==> config.mk <==
export PLATFORM = sky130hd
export DESIGN_NAME = timeout_queue_manager
export DESIGN_NICKNAME = d
export VERILOG_FILES = /design/src/design/tqm_pkg.sv /design/src/design/timeout_queue_manager.sv /design/src/design/tqm_result_buf.sv
export SDC_FILE = /design/constraint.sdc
export NUM_CORES = 2
export LEC_CHECK = 0
export BUFFER_PORTS_ARGS = -buffer_cell sky130_fd_sc_hd__buf_2
export CORE_ASPECT_RATIO = 1.75
export CORE_UTILIZATION = 40
export CTS_BUF_LIST = sky130_fd_sc_hd__clkbuf_8
export DETAILED_ROUTE_END_ITERATION = 7
export PLACE_DENSITY = 0.59
export SLEW_MARGIN = 20
export SYNTH_ARGS = -nofsm -noshare
export SYNTH_HDL_FRONTEND = slang
export SYNTH_SLANG_ARGS = --single-unit
==> constraint.sdc <==
create_clock -name clk -period 7.9 [get_ports clk]
set_input_delay 0.395 -clock clk [delete_from_list [all_inputs] [get_ports clk]]
set_output_delay 0.395 -clock clk [all_outputs]
set_load 0.02 [all_outputs]
==> src/design/tqm_pkg.sv <==
// shared types, codes and defaults of the timeout queue manager
package tqm_pkg;

  localparam int TABLE_DEPTH_DEF = 16;
  localparam int TIME_BITS_DEF   = 32;

  typedef enum logic [2:0] {
    FN_ADD_TIMEOUT  = 3'd0,
    FN_ADD_ANIMATOR = 3'd1,
    FN_REMOVE       = 3'd2,
    FN_UPDATE       = 3'd3,
    FN_TERMINATE    = 3'd4
  } func_e;

  typedef enum logic [1:0] {
    STAT_OK        = 2'd0,
    STAT_FULL      = 2'd1,
    STAT_NOT_FOUND = 2'd2,
    STAT_HALTED    = 2'd3
  } status_e;

  typedef enum logic [1:0] {
    KIND_NONE      = 2'd0,
    KIND_TIMEOUT   = 2'd1,
    KIND_ANIM_DONE = 2'd2,
    KIND_ANIM_TICK = 2'd3
  } kind_e;

  typedef enum logic [2:0] {
    S_IDLE,
    S_REMOVE,
    S_MIN,
    S_FIRE,
    S_TICK,
    S_DUE,
    S_OUT_RD,
    S_OUT_SHOW
  } state_t;

  typedef struct packed {
    logic [2:0]  func;
    logic [31:0] delay;
    logic [15:0] target_id;
    logic [31:0] new_time;
  } cmd_t;

  // one stored result, next_due and last are added on the way out
  typedef struct packed {
    logic [1:0]  status;
    logic [15:0] new_id;
    logic [15:0] fired_id;
    logic [1:0]  fired_kind;
    logic [31:0] elapsed;
  } rec_t;

  typedef struct packed {
    logic [1:0]  status;
    logic [15:0] new_id;
    logic [15:0] fired_id;
    logic [1:0]  fired_kind;
    logic [31:0] elapsed;
    logic [31:0] next_due;
    logic        last;
  } rsp_t;

endpackage

==> src/design/timeout_queue_manager.sv <==
// timeout queue manager top level: entry table, scan sequencer and result streaming
//
// usage
//   cmd channel (cmd_valid / cmd_stall / cmd) takes one command beat: add timeout,
//   add animator, remove by id, update time or terminate. rsp channel
//   (rsp_valid / rsp_stall / rsp) returns one or more beats per command, the
//   final one flagged by rsp.last; every beat of a command carries the same
//   next_due, which is why all beats are held back until the command is done.
//   one command is in flight at a time: cmd_stall stays high from acceptance
//   until the last beat of that command has been taken.
//   every command makes one pass over the entry memory, one entry per cycle;
//   a remove adds one pass, an update adds one pass per fired entry and one
//   more for animator ticks when time moves forward; then each result beat is
//   read from the result buffer, then presented.
//   a stalled rsp beat simply holds; nothing else moves while it waits.
//   reset (rst, synchronous) empties the table, zeroes time and the id counter
//   and clears the terminated flag; no clearing pass is needed.
module timeout_queue_manager #(
  parameter int TABLE_DEPTH = tqm_pkg::TABLE_DEPTH_DEF,
  parameter int TIME_BITS   = tqm_pkg::TIME_BITS_DEF
) (
  input  logic          clk,
  input  logic          rst,
  input  tqm_pkg::cmd_t cmd,
  input  logic          cmd_valid,
  output logic          cmd_stall,
  output tqm_pkg::rsp_t rsp,
  output logic          rsp_valid,
  input  logic          rsp_stall
);

  localparam int SW = (TABLE_DEPTH > 1) ? $clog2(TABLE_DEPTH) : 1;
  localparam int CW = $clog2(TABLE_DEPTH + 1);
  localparam logic [TIME_BITS-1:0] TMAX = {TIME_BITS{1'b1}};

  // one table entry as stored in the entry memory
  typedef struct packed {
    logic                 kind;
    logic [TIME_BITS-1:0] start;
    logic [TIME_BITS-1:0] due;
    logic [15:0]          ident;
  } entry_t;

  tqm_pkg::state_t state, state_next;

  // control state
  logic [TABLE_DEPTH-1:0] valid;
  logic [TIME_BITS-1:0]   cur;
  logic [15:0]            nid;
  logic [CW-1:0]          anim;
  logic                   halted;

  // scan sequencer
  logic [SW-1:0] idx;
  logic          issuing;
  logic          pend;
  logic [SW-1:0] pslot;

  // best (earliest) entry of the latest pass
  logic                 have;
  logic [SW-1:0]        bslot;
  logic [TIME_BITS-1:0] bdue;
  logic [15:0]          bid;
  logic                 bkind;
  logic [TIME_BITS-1:0] bstart;

  // command context
  logic                 fire_en;
  logic                 fwd;
  logic [TIME_BITS-1:0] limit;
  logic [TIME_BITS-1:0] newt;
  logic [15:0]          target;
  logic                 found;
  logic [CW-1:0]        wptr;
  logic [CW-1:0]        rptr;
  logic [31:0]          nd;

  // entry memory
  entry_t emem [TABLE_DEPTH];
  entry_t eq;
  logic   ewe;
  logic [SW-1:0] ewaddr;
  entry_t ewdata;

  // result buffer ports
  logic          rb_we;
  logic [SW-1:0] rb_waddr;
  tqm_pkg::rec_t rb_wdata;
  tqm_pkg::rec_t rb_q;

  logic                 accept;
  logic                 scanning;
  logic                 scan_done;
  logic                 start_scan;
  logic                 free_hit;
  logic [SW-1:0]        free_slot;
  logic                 fire_hit;
  logic                 better;
  logic                 tick_hit;
  logic                 rm_hit;
  logic                 is_last;
  logic [TIME_BITS-1:0] cmd_delay;
  logic [TIME_BITS-1:0] cmd_newt;
  logic [TIME_BITS:0]   add_sum;
  logic [TIME_BITS-1:0] add_due;

  assign accept    = cmd_valid && !cmd_stall;
  assign scanning  = (state == tqm_pkg::S_REMOVE) || (state == tqm_pkg::S_MIN) ||
                     (state == tqm_pkg::S_TICK);
  assign scan_done = scanning && !issuing && !pend;
  assign cmd_delay = TIME_BITS'(cmd.delay);
  assign cmd_newt  = TIME_BITS'(cmd.new_time);
  assign add_sum   = {1'b0, cur} + {1'b0, cmd_delay};
  assign add_due   = add_sum[TIME_BITS] ? TMAX : add_sum[TIME_BITS-1:0];
  assign fire_hit  = have && (bdue <= limit);
  assign is_last   = (rptr == (wptr - CW'(1)));

  // pass comparisons on the entry coming out of memory
  assign better   = pend && valid[pslot] &&
                    (!have || (eq.due < bdue) || ((eq.due == bdue) && (eq.ident < bid)));
  assign tick_hit = pend && valid[pslot] && eq.kind;
  assign rm_hit   = pend && !found && valid[pslot] && (eq.ident == target);

  // lowest free slot
  always_comb begin
    free_hit  = 1'b0;
    free_slot = '0;
    for (int i = TABLE_DEPTH - 1; i >= 0; i--) begin
      if (!valid[i]) begin
        free_hit  = 1'b1;
        free_slot = SW'(i);
      end
    end
  end

  // next state
  always_comb begin
    state_next = state;
    unique case (state)
      tqm_pkg::S_IDLE: begin
        if (accept) begin
          state_next = (cmd.func == tqm_pkg::FN_REMOVE) ? tqm_pkg::S_REMOVE : tqm_pkg::S_MIN;
        end
      end
      tqm_pkg::S_REMOVE: begin
        if (scan_done) state_next = tqm_pkg::S_MIN;
      end
      tqm_pkg::S_MIN: begin
        if (scan_done) state_next = fire_en ? tqm_pkg::S_FIRE : tqm_pkg::S_DUE;
      end
      tqm_pkg::S_FIRE: begin
        priority if (fire_hit) state_next = tqm_pkg::S_MIN;
        else if (fwd)          state_next = tqm_pkg::S_TICK;
        else                   state_next = tqm_pkg::S_DUE;
      end
      tqm_pkg::S_TICK: begin
        if (scan_done) state_next = tqm_pkg::S_DUE;
      end
      tqm_pkg::S_DUE:    state_next = tqm_pkg::S_OUT_RD;
      tqm_pkg::S_OUT_RD: state_next = tqm_pkg::S_OUT_SHOW;
      tqm_pkg::S_OUT_SHOW: begin
        if (!rsp_stall) state_next = is_last ? tqm_pkg::S_IDLE : tqm_pkg::S_OUT_RD;
      end
      default: state_next = tqm_pkg::S_IDLE;
    endcase
  end

  assign start_scan = (state_next != state) &&
                      ((state_next == tqm_pkg::S_REMOVE) || (state_next == tqm_pkg::S_MIN) ||
                       (state_next == tqm_pkg::S_TICK));

  // outputs and memory write ports
  always_comb begin
    cmd_stall = (state != tqm_pkg::S_IDLE);
    rsp_valid = (state == tqm_pkg::S_OUT_SHOW);
    rb_we     = 1'b0;
    rb_waddr  = (state == tqm_pkg::S_IDLE) ? '0 : wptr[SW-1:0];
    rb_wdata  = '0;
    ewe       = 1'b0;
    ewaddr    = free_slot;
    ewdata.kind  = (cmd.func == tqm_pkg::FN_ADD_ANIMATOR);
    ewdata.start = cur;
    ewdata.due   = add_due;
    ewdata.ident = nid;
    unique case (state)
      tqm_pkg::S_IDLE: begin
        if (accept) begin
          rb_we = 1'b1;
          unique case (cmd.func)
            tqm_pkg::FN_ADD_TIMEOUT, tqm_pkg::FN_ADD_ANIMATOR: begin
              if (free_hit) begin
                ewe             = 1'b1;
                rb_wdata.new_id = nid;
              end else begin
                rb_wdata.status = tqm_pkg::STAT_FULL;
              end
            end
            tqm_pkg::FN_REMOVE: rb_we = 1'b0;
            tqm_pkg::FN_UPDATE: begin
              if (halted) rb_wdata.status = tqm_pkg::STAT_HALTED;
              else        rb_we = 1'b0;
            end
            default: ;
          endcase
        end
      end
      tqm_pkg::S_REMOVE: begin
        if (scan_done) begin
          rb_we           = 1'b1;
          rb_wdata.status = found ? tqm_pkg::STAT_OK : tqm_pkg::STAT_NOT_FOUND;
        end
      end
      tqm_pkg::S_FIRE: begin
        if (fire_hit) begin
          rb_we             = 1'b1;
          rb_wdata.fired_id = bid;
          if (bkind) begin
            rb_wdata.fired_kind = tqm_pkg::KIND_ANIM_DONE;
            rb_wdata.elapsed    = 32'(bdue - bstart);
          end else begin
            rb_wdata.fired_kind = tqm_pkg::KIND_TIMEOUT;
          end
        end
      end
      tqm_pkg::S_TICK: begin
        if (tick_hit) begin
          rb_we               = 1'b1;
          rb_wdata.fired_id   = eq.ident;
          rb_wdata.fired_kind = tqm_pkg::KIND_ANIM_TICK;
          rb_wdata.elapsed    = 32'(cur - eq.start);
        end
      end
      tqm_pkg::S_DUE: begin
        // an update that produced nothing still answers once
        rb_we = (wptr == '0);
      end
      default: ;
    endcase
  end

  always_comb begin
    rsp.status     = rb_q.status;
    rsp.new_id     = rb_q.new_id;
    rsp.fired_id   = rb_q.fired_id;
    rsp.fired_kind = rb_q.fired_kind;
    rsp.elapsed    = rb_q.elapsed;
    rsp.next_due   = nd;
    rsp.last       = is_last;
  end

  // entry memory, one read per cycle at the scan index
  always_ff @(posedge clk) begin
    if (ewe) begin
      emem[ewaddr] <= ewdata;
    end
    eq <= emem[idx];
  end

  tqm_result_buf #(
    .DEPTH (TABLE_DEPTH),
    .AW    (SW)
  ) u_rbuf (
    .clk   (clk),
    .we    (rb_we),
    .waddr (rb_waddr),
    .wdata (rb_wdata),
    .raddr (rptr[SW-1:0]),
    .rdata (rb_q)
  );

  // control and datapath registers
  always_ff @(posedge clk) begin
    if (rst) begin
      state   <= tqm_pkg::S_IDLE;
      valid   <= '0;
      cur     <= '0;
      nid     <= '0;
      anim    <= '0;
      halted  <= 1'b0;
      issuing <= 1'b0;
      pend    <= 1'b0;
    end else begin
      state <= state_next;

      // scan sequencer: address out, data back in the following cycle
      if (start_scan) begin
        idx     <= '0;
        issuing <= 1'b1;
        pend    <= 1'b0;
        // the tick pass keeps the earliest entry of the last search for next_due
        if (state_next != tqm_pkg::S_TICK) have <= 1'b0;
      end else if (scanning) begin
        pend  <= issuing;
        pslot <= idx;
        if (issuing) begin
          if (idx == SW'(TABLE_DEPTH - 1)) issuing <= 1'b0;
          else                             idx     <= idx + SW'(1);
        end
      end

      if (rb_we) begin
        wptr <= (state == tqm_pkg::S_IDLE) ? CW'(1) : wptr + CW'(1);
      end else if (state == tqm_pkg::S_IDLE) begin
        wptr <= '0;
      end

      unique case (state)
        tqm_pkg::S_IDLE: begin
          if (accept) begin
            fire_en <= 1'b0;
            fwd     <= 1'b0;
            target  <= cmd.target_id;
            found   <= 1'b0;
            newt    <= cmd_newt;
            unique case (cmd.func)
              tqm_pkg::FN_ADD_TIMEOUT, tqm_pkg::FN_ADD_ANIMATOR: begin
                if (free_hit) begin
                  valid[free_slot] <= 1'b1;
                  nid              <= nid + 16'd1;
                  if (cmd.func == tqm_pkg::FN_ADD_ANIMATOR) anim <= anim + CW'(1);
                end
              end
              tqm_pkg::FN_UPDATE: begin
                if (!halted) begin
                  fire_en <= 1'b1;
                  fwd     <= (cmd_newt > cur);
                  limit   <= (cmd_newt > cur) ? cmd_newt : cur;
                end
              end
              tqm_pkg::FN_TERMINATE: begin
                halted <= 1'b1;
                valid  <= '0;
                anim   <= '0;
              end
              default: ;
            endcase
          end
        end
        tqm_pkg::S_REMOVE: begin
          if (rm_hit) begin
            found        <= 1'b1;
            valid[pslot] <= 1'b0;
            if (eq.kind && (anim != '0)) anim <= anim - CW'(1);
          end
        end
        tqm_pkg::S_MIN: begin
          if (better) begin
            have   <= 1'b1;
            bslot  <= pslot;
            bdue   <= eq.due;
            bid    <= eq.ident;
            bkind  <= eq.kind;
            bstart <= eq.start;
          end
        end
        tqm_pkg::S_FIRE: begin
          if (fire_hit) begin
            valid[bslot] <= 1'b0;
            cur          <= bdue;
            if (bkind && (anim != '0)) anim <= anim - CW'(1);
          end else if (fwd) begin
            cur <= newt;
          end
        end
        tqm_pkg::S_DUE: begin
          rptr <= '0;
          priority if (anim != '0) nd <= 32'((cur == TMAX) ? TMAX : cur + TIME_BITS'(1));
          else if (have)           nd <= 32'(bdue);
          else                     nd <= 32'(TMAX);
        end
        tqm_pkg::S_OUT_SHOW: begin
          if (!rsp_stall && !is_last) rptr <= rptr + CW'(1);
        end
        default: ;
      endcase
    end
  end

endmodule

==> src/design/tqm_result_buf.sv <==
// result buffer: holds the beats of one command until next_due is known
module tqm_result_buf #(
  parameter int DEPTH = tqm_pkg::TABLE_DEPTH_DEF,
  parameter int AW    = (DEPTH > 1) ? $clog2(DEPTH) : 1
) (
  input  logic          clk,
  input  logic          we,
  input  logic [AW-1:0] waddr,
  input  tqm_pkg::rec_t wdata,
  input  logic [AW-1:0] raddr,
  output tqm_pkg::rec_t rdata
);

  tqm_pkg::rec_t mem [DEPTH];

  always_ff @(posedge clk) begin
    if (we) begin
      mem[waddr] <= wdata;
    end
  end

  always_ff @(posedge clk) begin
    rdata <= mem[raddr];
  end

endmodule

==> metrics.csv <==
metric;value;unit
status;complete, no violations;
cp_slowest_stage_delay;1.02;ns
min_period_over_period;0.689;
required;8.48;ns
cts_root_buf;clkbuf_8;
grt_busiest_layer;met2;
synthCells;5728;
fin_area;128000;um^2
dieArea;284000;um^2
finalCriticalPeriod;5.44;ns
path_cells;ha_1, nor2b_1, o211ai_1, a211oi_1, o21ai_2, o21ai_2, a41o_1, a221oi_2, o211ai_2, o31ai_4, buf_4, nand4_1;
final_common_cell;edfxtp_1;
fin_hold_ws;0.166;ns
vias_per_cell;5.57;
synth_warnings;0;
hold_viol;0;
hpwl;185000;um
final_cell_mix;edfxtp_1 (2603), mux4_2 (750), clkbuf_8 (436);
cp-end-kind;flop;
gp_congestion;0.890;
fin_cells;10400;
grt_pass1_wl;440000;um
cts_tree;yes;
core-area;280000;um^2
die_h;705;um
critPathLaunchType;flop;
areaGrowthSynthToFinish;13.6;%
cp_data_arrival_time;6.02;ns
start_util;0.403;
grt_util_met2;0.381;
timing.critical_path.slowest_stage_cell;dfxtp_1;
vias;58000;
first_global_vias;61300;
ys_types;79;
fin_setup_tns;0;ns
layout-drive-gt1-share;0.269;
rsz0062_at_grt;no;
maxCapViolCount;0;
powerDensity;289;nW/um^2
clock_latency;1.05;ns
placed_cells;9576;
io_pins;190;
drc;0;
synth.ff_latch_count;2827;
max_freq;184;MHz
clock_skew;0.0852;ns
drt-wirelength-per-cell;29.5;um
ant_nets;0;
avgSynthCellArea;19.7;um^2
post_cts_resized;0;
utilization;0.457;
grt.met1_usage;0.264;
finalSetupViolCount;0;
ys.flop_type;edfxtp_1;
first_pass_iters;8;
drtIter0Drc;5110;
rows;257;
synth-edff-count;2603;
cts.sinks;2827;
relSlewSlack;0.197;
grt_use_met3;0.0344;
netlist_area;113000;um^2
clk_transition_reported_paths;0.07;ns
layout.nets;6590;
crit_top_cell;o21ai_2;
overflow;0;
hp-class;input pin to flop;
tightestPinTransition;1.20;ns
criticalPathCategory;flop to flop;
maxSlewViolCount;0;
cts_max_path_buffers;4;
dpl_cell_area;119000;um^2
p_leak;0.0439;uW
peakVddDrop;0.269;mV
async_flop_share;0;
numPortBuffers;189;
cts_buffers;406;
grt.total_usage;0.215;
seq_area_frac_synth;0.732;
cp_max_fo;32;
cp_top_family;compound AO/OA/AOI/OAI gates;
synth_nets;6033;
h-tree-depth;5;
die_x;404;um
cp_num_buf_inv;1;
routed_wl;307000;um
grt_max_degree;141;
antenna_found_initial;43;
## worst reg2reg max path, stage by stage, from the launching register on
cell and delay [ns]:
dfxtp_1 1.02, ha_1 0.44, nor2b_1 0.18, o211ai_1 0.29, a211oi_1 0.18, o21ai_2 0.40, o21ai_2 0.19, a41o_1 0.34
a221oi_2 0.37, o211ai_2 0.19, o31ai_4 0.18, buf_4 0.56, nand4_1 0.66
## layout make-up
type                    instances  area [um^2]
diodes                         17         42.5
clock buffers                 436         6000
clock inverters               319         2230
fillers                     24000       152000
inverters                     231          867
multi-input cells            2426        28800
flip-flops and latches       2827        82600
well taps                    3755         4700
repair buffers                393         2900
## power by group
| group | switching, uW | internal, uW |
|---|---|---|
| Sequential | 675 | 17300 |
| Combinational | 4090 | 3060 |
| Clock | 5810 | 6080 |
## final timing paths
path / end / from / cells past startpoint / slack [ns]
setup / recovery: emem[14][33] / cur[2] / 12 / 2.46
hold / removal: newt[9] / cmd[9] / 2 / 0.17
setup reg to reg: emem[14][33] / cur[2] / 12 / 2.46
hold reg to reg: bstart[7] / eq[55] / 0 / 0.44
## repair_timing
item                       4_1_cts  5_1_grt
setup endpoints to repair        0        0
hold buffers                    55        0
buffers inserted                 0        0
hold endpoints to repair       167        0
## synth_stat cells (28+ instances only)
| cell | count | share of area |
|---|---|---|
| a21oi_1 | 204 | 0.0090 |
| mux4_2 | 750 | 0.15 |
| nor2_1 | 226 | 0.0075 |
| clkbuf_1 | 180 | 0.0060 |
| o21ai_0 | 94 | 0.0042 |
| xor2_1 | 67 | 0.0052 |
| buf_1 | 52 | 0.0017 |
| nor3_1 | 44 | 0.0020 |
| edfxtp_1 | 2603 | 0.69 |
| a21o_1 | 67 | 0.0045 |
| nand3_1 | 66 | 0.0029 |
| nand2_1 | 128 | 0.0043 |
| nand4_1 | 49 | 0.0027 |
| and2_1 | 28 | 0.0016 |
| a211oi_1 | 50 | 0.0033 |
| o22ai_1 | 35 | 0.0019 |
| inv_1 | 230 | 0.0076 |
| dfxtp_1 | 224 | 0.040 |
| ha_1 | 215 | 0.024 |
| nor2b_1 | 31 | 0.0017 |
| xnor2_1 | 87 | 0.0068 |
| mux2_2 | 31 | 0.0031 |
## layer usage
layer  vias to the layer above  part of all wire
li1                      24600                 -
met1                     30900              0.39
met2                      1972              0.52
met3                       533             0.055
met4                        30             0.037
met5                         -           0.00061
## state kept, by name, indices dropped and copies added (netlist names), 3 cells and up
name,cells
anim,5
bdue,32
bid,16
bslot,4
bstart,32
cur,32
emem,1296
eq,81
idx,4
limit,32
nd,32
newt,32
nid,16
pslot,4
rptr,5
state,3
target,16
u_rbuf.mem,1088
u_rbuf.rdata,68
valid,16
wptr,5
## cells by family (layout without fill, tap and decap cells)
group,Yosys count,after routing,share of synthesized area
buffers and inverters,475,1379,0.0161
AO/OA/AOI/OAI,602,602,0.0340
flip-flops,2827,2827,0.732
AND/OR/NAND/NOR,666,666,0.0282
other,0,17,0
adder cells (fa/ha/maj),218,218,0.0244
XOR/XNOR,154,154,0.0119
multiplexers,786,786,0.153
## per-stage QoR
stage                     power [uW]  setup WS, ns
after floorplan                22800         0.277
after global placement         25500          2.36
after detailed placement       25500          2.46
after CTS                      37400          2.49
after global routing           38400          2.29
final                          37000          2.46
(Power assumes the default switching activity.)
